===== src/hw/rtl/mep_pkg.sv =====
// ----------------------------------------------------------------------------
// mep_pkg
// Shared types and constants of the Mandelbrot escape-time pixel engine.
// ----------------------------------------------------------------------------
package mep_pkg;

    localparam int INDEX_BITS_DEF    = 7;
    localparam int FRACTION_BITS_DEF = 12;

    // Field widths of the words on the ports.
    localparam int FIELD_INDEX_BITS = 7;
    localparam int ORIGIN_BITS      = 16;
    localparam int STEP_BITS        = 15;
    localparam int COUNT_BITS       = 4;
    localparam int CFG_INDEX_BITS   = 3;
    localparam int CFG_DATA_BITS    = 16;

    // The count field is four bits wide, so at most fifteen iteration units.
    localparam int MAX_ITER = 15;

    localparam int COLOR_HIGH_SHIFT = 19;
    localparam int COLOR_LOW_SHIFT  = 2;
    localparam int COLOR_HIGH_BITS  = 23;
    localparam int COLOR_LOW_BITS   = 6;

    // Configuration register indexes.
    localparam logic [CFG_INDEX_BITS-1:0] CFG_REAL_ORIGIN     = 3'd0;
    localparam logic [CFG_INDEX_BITS-1:0] CFG_IMAG_ORIGIN     = 3'd1;
    localparam logic [CFG_INDEX_BITS-1:0] CFG_REAL_STEP       = 3'd2;
    localparam logic [CFG_INDEX_BITS-1:0] CFG_IMAG_STEP       = 3'd3;
    localparam logic [CFG_INDEX_BITS-1:0] CFG_ITERATION_LIMIT = 3'd4;

    // Reset values: origins at -2.0, steps of 4.0/128, full iteration limit.
    localparam logic signed [ORIGIN_BITS-1:0] REAL_ORIGIN_RESET = -16'sd8192;
    localparam logic signed [ORIGIN_BITS-1:0] IMAG_ORIGIN_RESET = -16'sd8192;
    localparam logic [STEP_BITS-1:0]          REAL_STEP_RESET   = 15'd128;
    localparam logic [STEP_BITS-1:0]          IMAG_STEP_RESET   = 15'd128;
    localparam logic [COUNT_BITS-1:0]         LIMIT_RESET       = 4'd15;

    typedef struct packed {
        logic [FIELD_INDEX_BITS-1:0] column;
        logic [FIELD_INDEX_BITS-1:0] row;
    } pixel_t;

    typedef struct packed {
        logic [COUNT_BITS-1:0]      remaining_count;
        logic [COLOR_HIGH_BITS-1:0] color_word_high;
        logic [COLOR_LOW_BITS-1:0]  color_word_low;
    } result_t;

    // Control that travels with each pixel down the iteration pipeline.
    typedef struct packed {
        logic                  valid;
        logic                  done;
        logic [COUNT_BITS-1:0] count;
    } ctl_t;

endpackage


===== src/hw/rtl/mep_iter.sv =====
// ----------------------------------------------------------------------------
// mep_iter
// One iteration z = z^2 + c as two pipeline stages: products, then update.
// ----------------------------------------------------------------------------
module mep_iter
    import mep_pkg::*;
#(
    parameter int FRACTION_BITS = FRACTION_BITS_DEF
)
(
    input  logic                              clk,
    input  logic                              rst_n,
    input  ctl_t                              ctl_in,
    input  logic signed [FRACTION_BITS+3:0]   zr_in,
    input  logic signed [FRACTION_BITS+3:0]   zi_in,
    input  logic signed [FRACTION_BITS+3:0]   cr_in,
    input  logic signed [FRACTION_BITS+3:0]   ci_in,
    output ctl_t                              ctl_out,
    output logic signed [FRACTION_BITS+3:0]   zr_out,
    output logic signed [FRACTION_BITS+3:0]   zi_out,
    output logic signed [FRACTION_BITS+3:0]   cr_out,
    output logic signed [FRACTION_BITS+3:0]   ci_out
);

    localparam int W  = FRACTION_BITS + 4;
    localparam int PW = 2 * W;

    localparam logic signed [W-1:0] FIX_MAX = {1'b0, {(W-1){1'b1}}};
    localparam logic signed [W-1:0] FIX_MIN = {1'b1, {(W-1){1'b0}}};
    localparam logic [W:0] ESCAPE_BOUND = (W+1)'(4) << FRACTION_BITS;

    // Stage A: products.
    ctl_t                   ctl_a_reg;
    logic signed [PW-1:0]   p_rr_reg;
    logic signed [PW-1:0]   p_ii_reg;
    logic signed [PW-1:0]   p_ri_reg;
    logic signed [W-1:0]    cr_a_reg;
    logic signed [W-1:0]    ci_a_reg;

    // Stage B: updated z.
    ctl_t                   ctl_b_reg;
    ctl_t                   ctl_b_next;
    logic signed [W-1:0]    zr_reg;
    logic signed [W-1:0]    zr_next;
    logic signed [W-1:0]    zi_reg;
    logic signed [W-1:0]    zi_next;
    logic signed [W-1:0]    cr_b_reg;
    logic signed [W-1:0]    ci_b_reg;

    logic signed [PW-1:0]   rr_shift;
    logic signed [PW-1:0]   ii_shift;
    logic signed [PW:0]     ri_shift;
    logic signed [W-1:0]    rr_sat;
    logic signed [W-1:0]    ii_sat;
    logic signed [W-1:0]    ri_sat;
    logic signed [W+1:0]    sum_r;
    logic signed [W:0]      sum_i;
    logic [W:0]             mag_sum;
    logic                   escape;
    logic                   active;

    always_ff @(posedge clk or negedge rst_n)
    begin
        if (!rst_n)
        begin
            ctl_a_reg <= '0;
            ctl_b_reg <= '0;
        end
        else
        begin
            ctl_a_reg <= ctl_in;
            ctl_b_reg <= ctl_b_next;
        end
    end

    always_ff @(posedge clk)
    begin
        p_rr_reg <= PW'(zr_in) * PW'(zr_in);
        p_ii_reg <= PW'(zi_in) * PW'(zi_in);
        p_ri_reg <= PW'(zr_in) * PW'(zi_in);
        cr_a_reg <= cr_in;
        ci_a_reg <= ci_in;
        zr_reg   <= zr_next;
        zi_reg   <= zi_next;
        cr_b_reg <= cr_a_reg;
        ci_b_reg <= ci_a_reg;
    end

    always_comb
    begin
        rr_shift = p_rr_reg >>> FRACTION_BITS;
        ii_shift = p_ii_reg >>> FRACTION_BITS;
        // The cross product is doubled before the shift.
        ri_shift = $signed({p_ri_reg, 1'b0}) >>> FRACTION_BITS;

        if (rr_shift > PW'(FIX_MAX))
            rr_sat = FIX_MAX;
        else
            rr_sat = rr_shift[W-1:0];

        if (ii_shift > PW'(FIX_MAX))
            ii_sat = FIX_MAX;
        else
            ii_sat = ii_shift[W-1:0];

        if (ri_shift > (PW+1)'(FIX_MAX))
            ri_sat = FIX_MAX;
        else if (ri_shift < (PW+1)'(FIX_MIN))
            ri_sat = FIX_MIN;
        else
            ri_sat = ri_shift[W-1:0];

        sum_r = (W+2)'(rr_sat) - (W+2)'(ii_sat) + (W+2)'(cr_a_reg);
        sum_i = (W+1)'(ri_sat) + (W+1)'(ci_a_reg);

        if (sum_r > (W+2)'(FIX_MAX))
            zr_next = FIX_MAX;
        else if (sum_r < (W+2)'(FIX_MIN))
            zr_next = FIX_MIN;
        else
            zr_next = sum_r[W-1:0];

        if (sum_i > (W+1)'(FIX_MAX))
            zi_next = FIX_MAX;
        else if (sum_i < (W+1)'(FIX_MIN))
            zi_next = FIX_MIN;
        else
            zi_next = sum_i[W-1:0];

        // Both squares are never negative, so their sum is taken unsigned.
        mag_sum = {1'b0, rr_sat} + {1'b0, ii_sat};
        escape  = mag_sum > ESCAPE_BOUND;

        active     = ctl_a_reg.valid && !ctl_a_reg.done && (ctl_a_reg.count != '0);
        ctl_b_next = ctl_a_reg;
        if (active)
        begin
            if (escape)
                ctl_b_next.done = 1'b1;
            else
                ctl_b_next.count = ctl_a_reg.count - 1'b1;
        end
    end

    assign ctl_out = ctl_b_reg;
    assign zr_out  = zr_reg;
    assign zi_out  = zi_reg;
    assign cr_out  = cr_b_reg;
    assign ci_out  = ci_b_reg;

endmodule


===== config.mk =====
export PLATFORM = sky130hd
export DESIGN_NAME = mep_iter
export DESIGN_NICKNAME = d
export VERILOG_FILES = /design/src/hw/rtl/mep_pkg.sv /design/src/hw/rtl/mep_iter.sv
export SDC_FILE = /design/constraint.sdc
export NUM_CORES = 2
export LEC_CHECK = 0
export BUFFER_PORTS_ARGS = -buffer_cell sky130_fd_sc_hd__buf_2
export CORE_ASPECT_RATIO = 0.6
export CORE_MARGIN = 5
export CORE_UTILIZATION = 35
export DETAILED_ROUTE_END_ITERATION = 7
export PLACE_DENSITY_LB_ADDON = 0.15
export SETUP_SLACK_MARGIN = 0.3
export SYNTH_ARGS = -nofsm -noshare
export SYNTH_HDL_FRONTEND = slang
export SYNTH_SLANG_ARGS = --single-unit

===== constraint.sdc =====
create_clock -name clk -period 5.1 [get_ports clk]
set_input_delay 0.51 -clock clk [delete_from_list [all_inputs] [get_ports clk]]
set_output_delay 0.51 -clock clk [all_outputs]
set_load 0.02 [all_outputs]

* After elaboration in Yosys (flattened, before gate mapping)
Cells that the tools add are included.
Cells by class: multipliers 3, mux-type cells 9, $lt $le $gt $ge 9, reduce and logical (&&, ||, !) cells 4, $add $sub $neg 5
Operators by type and width (count):
- $mul A16 B16 Y32 | 3
- $mux W16 | 6
- $gt A20 B16 Y1 const B | 2
- $add A16 B16 Y17 | 2
- $gt A21 B16 Y1 const B | 1
- $lt A21 B16 Y1 const B | 1
- $add A17 B16 Y18 | 1
- $gt A18 B16 Y1 const B | 1
- $lt A18 B16 Y1 const B | 1
- $gt A17 B15 Y1 const B | 1
- $gt A17 B16 Y1 const B | 1
- $lt A17 B16 Y1 const B | 1
- $sub A16 B16 Y17 | 1
- $mux W5 | 1
- $mux W4 | 1
- $reduce_bool A4 Y1 | 1
- $sub A4 B1 Y4 const B | 1
- $logic_and A1 B1 Y1 | 2
- $logic_not A1 Y1 | 1
- $mux W1 | 1
Storage, ports and cells: bits in registers 204, input bits 72, output and inout bits 70

* Longest topological paths before layout
depth after elaboration 6, mapped depth 27

* Least setup slack after synthesis
No wires, ideal clock.
path type input-to-reg, start input port zi_in[1], end register p_ri_reg[31], setup slack -1495 ps, arrival time 6523 ps, data required time 5028 ps, buffers on the path 2, stages on the path 25, cells stage by stage clkbuf_1 > clkbuf_1 > nand2_1 > fa_1 > inv_1 > fa_1 > inv_1 > fa_1 > inv_1 > fa_1 > inv_1 > fa_1 > fa_1 > inv_1 > ha_1 > a21o_1 > a21o_1 > a21o_1 > a221o_1 > a21oi_1 > o211a_1 > o32ai_1 > a21bo_2 > a21oi_1 > xnor2_1
On the way: cells in the longest elaborated chain, start to end 1
Ends and longest elaborated chain:
- start, declared | line mep_iter.sv:15 | input logic signed [FRACTION_BITS+3:0] zi_in,
- $mul A16 B16 Y32 | line mep_iter.sv:80 | p_ri_reg <= PW'(zr_in) * PW'(zi_in);
- end signal, assigned | line mep_iter.sv:80
- end, declared | line mep_iter.sv:36 | logic signed [PW-1:0] p_ri_reg;
No other way between the ends. A chain may end at the register's enable or synchronous reset.

* Final worst setup path
start input port zr_in[6], end register p_rr_reg[31]
On the way: cells in the longest elaborated chain, start to end 1
Ends and longest elaborated chain:
- start, declared | line mep_iter.sv:14 | input logic signed [FRACTION_BITS+3:0] zr_in,
- $mul A16 B16 Y32 | line mep_iter.sv:78 | p_rr_reg <= PW'(zr_in) * PW'(zr_in);
- end signal, assigned | line mep_iter.sv:78
- end, declared | line mep_iter.sv:34 | logic signed [PW-1:0] p_rr_reg;
No other way between the ends.

==> out/qor.txt <==
DR vias = 24226
Routed met3 length = 5.618 mm
Max frequency = 172.2 MHz
Pre-CTS setup slack = -1470 ps
Synth Area in Compound Gates = 5.954%
Failing checks = setup timing
Setup crit start kind = input port
Storage cell area = 0.003443 mm^2
Outcome = finished with violations
DIE AREA = 0.1023 mm^2
Ys Warns = 0
Routed len/inst = 17.07 um
Routability congestion estimate = 0.9024
DRT met1 WL = 51.39 mm
Critical Path RT = 5450 ps
Placed cells = 5377
Post-DRT Antenna Nets = 0
All-Layer GR Usage = 18.88%
Area of the multi-input gates = 0.02723 mm^2
Layout Nets = 5402
Initial antenna violation count = 1
Die W = 409.5 um
Number of flops mapped to enable cells by yosys = 0
DP Wirelength = 82.12 mm
Area after DPL = 0.03987 mm^2
Adder-Cell Fraction of Synth Area = 56.32%
Post-synth top area cell = fa_1
Simple-gate share of the synthesized area = 11.45%
Clock root cell = clkbuf_16
Pre-antenna DRT Iters = 6
Yosys top cell area share = 45.15%
Clk sinks = 169
Design Area, Final = 0.04340 mm^2
Fin Clk Skew = 23.86 ps
WS Path Type = in -> reg
CP Data Arrival Time = 6160 ps
Pins Over Slew Limit = 0
Commonest non-fill, non-tap cell in the layout = inv_1
Core area = 0.09449 mm^2
Async S/R FF share, synth = 7.101%
Worst setup EP type = flop
Yosys cell types = 75
Highest metal used = met4
Crit path time final = 5808 ps
Detailed Route WL = 94.36 mm
PortBufs = 141
CP max stage delay = 550 ps
Site Rows = 87
Worst skew pair latency = 480 ps
Synth area leaders = fa_1 45%, inv_1 11%, ha_1 11%
Crit share post-route = 113.9%
RSZ-0062 raised after global routing = true
First-pass GRT wire length = 151.6 mm
I/O Pins = 142
Count of final hold-check violations = 0
Main combinational cell family by area after synthesis = adder cells
Num CTS Buffers = 25
Syn_area_per_cell = 9.336 um^2
Total length of routed met2 wires = 36.83 mm
Effective utilization at floorplan = 35.47%
Crit-path most repeated cell = fa_1
Largest net degree at the start of global routing = 23
Worst Hold Launch = cr_in[1]
Commonest non-fill, non-tap cells in the layout = 929 x inv_1, 722 x fa_1, 510 x buf_4
Filler Cells Inserted = 9118
Largest register FFs = 21
Mapped Area = 0.03352 mm^2
H-tree levels = 4
CTS tree = done
Starting DRC count in detailed routing = 1252
Cells after Synth = 3590
Synth-to-layout area growth = 29.47%
Synth Net Count = 4717
Share of layout cells above drive strength 1 = 27.56%
Worst hold path type = in -> reg
Clock transition at the registers of the reported paths = 70 ps
Fraction of synthesized cell area in xor and xnor cells = 3.293%
CP Max Fanout = 6
Critical-path cell list = buf_12 -> buf_8 -> buf_12 -> buf_8 -> fa_1 -> inv_2 -> fa_1 -> inv_2 -> fa_2 -> fa_1 -> inv_1 -> fa_1 -> inv_2 -> fa_1 -> ha_4 -> a21o_1 -> a21o_1 -> o21a_2 -> o31ai_4 -> a21oi_4 -> o41ai_4 -> mux2i_1 -> nand4_1
Vias in the first global route = 26096
#FFs+latches synth = 169
Post-route insts no fill = 5528
DIE HEIGHT = 249.7 um
Seq/Total Area, Yosys = 10.27%
Max Cap Viol = 0
Ys flop type = dfxtp_1
Slack of the critical path = -708.3 ps
Drt via density = 4.382
CP max-delay cell = fa_1
Critical path origin = zr_in[6]
Worst r2r src = p_rr_reg[27]$_DFF_P_
Tightest Pin Transition = 594.5 ps
Gr ovfl total = 0
Setup Viol. Count Final = 52
Drt drc = 0
Relative slew slack = 60.36%
CTS Buffer Depth = 3
Mux share of post-synthesis cell area = 0.09333%
[synthesized netlist by cell type (4+ instances only)]
master,n
xor2_1,37
a31oi_1,4
nor2_1,153
o21ai_1,16
ha_1,299
nand2_1,342
o31a_1,5
o21ai_0,56
a21oi_1,83
dfxtp_1,157
nor4_4,4
a21o_1,45
fa_1,756
dfrtp_1,12
and3_1,8
a211oi_1,9
and2_1,157
o31ai_1,5
o21a_1,21
o211ai_1,7
or2_2,34
nand3_1,18
nor3_1,26
o21bai_1,14
nand2b_1,25
clkbuf_1,110
nand4_1,9
nor2b_1,14
xnor2_1,89
inv_1,1006
[metrics by stage]
stage | utilization (%) | hold WS [ps] | TNS, ps
after global placement | 42.20 | 335.7 | -63400
after global routing | 45.93 | 89.46 | -33620
after CTS | 44.68 | 98.91 | -24380
after floorplan | - | 214.4 | -24580
after detailed placement | 42.20 | 337.4 | -64890
final | 45.93 | 120.0 | -25490
[kinds of logic (layout without fill, tap and decap cells)]
group / Yosys count / after routing
buffers and inverters: 1125 / 1816
adder cells (fa/ha/maj): 1055 / 1055
AND/OR/NAND/NOR: 805 / 805
AO/OA/AOI/OAI: 307 / 307
flip-flops: 169 / 169
XOR/XNOR: 126 / 126
multiplexers: 3 / 3
other: 0 / 1
[per-layer routing]
layer  up-vias  global-route usage, %
met5         -                      0
met4         0                  1.365
met3        36                  4.166
met2       428                  25.76
met1     11861                  31.16
li1      11901                      -
[critical path: cells and delay by family]
family | cells | cell delay, ps
buffers and inverters | 8 | 680
adders and majority gates | 7 | 3260
and+or+nand+nor | 1 | 110
AOI/OAI and AO/OA | 6 | 1340
muxes | 1 | 240
[final timing paths]
| kind | to | slack [ps] | depth (start not counted) |
|---|---|---|---|
| setup / recovery | p_rr_reg[31]$_DFF_P_ | -710 | 23 |
| hold / removal | cr_a_reg[1]$_DFF_P_ | 120 | 1 |
| setup reg to reg | zr_out[10]$_SDFF_PN1_ | 650 | 17 |
| hold reg to reg | cr_out[8]$_DFF_P_ | 340 | 0 |
| max in group asynchronous | ctl_out[0]$_DFF_PN0_ | 4460 | 2 |
| min in group asynchronous | ctl_out[1]$_DFF_PN0_ | 430 | 2 |
[final cells by class]
type	count	share of cell area, %
clock buffers	27	1.482
inverters	1009	8.756
diodes	1	0.005767
flip-flops and latches	169	7.935
clock inverters	6	0.2999
multi-input cells	2296	62.75
repair buffers	774	15.18
well taps	1246	3.593
[repair_timing]
item,in CTS,in global routing
endpoints found under the hold margin,12,0
setup buffers,66,42
pin swaps,110,143
cloned,3,5
setup endpoints to repair,61,78
hold buffers,1,0
gates resized for setup,249,199
Power is not shown: default switching activity piles up to over one toggle a cycle in this logic, so the estimate is an artifact.
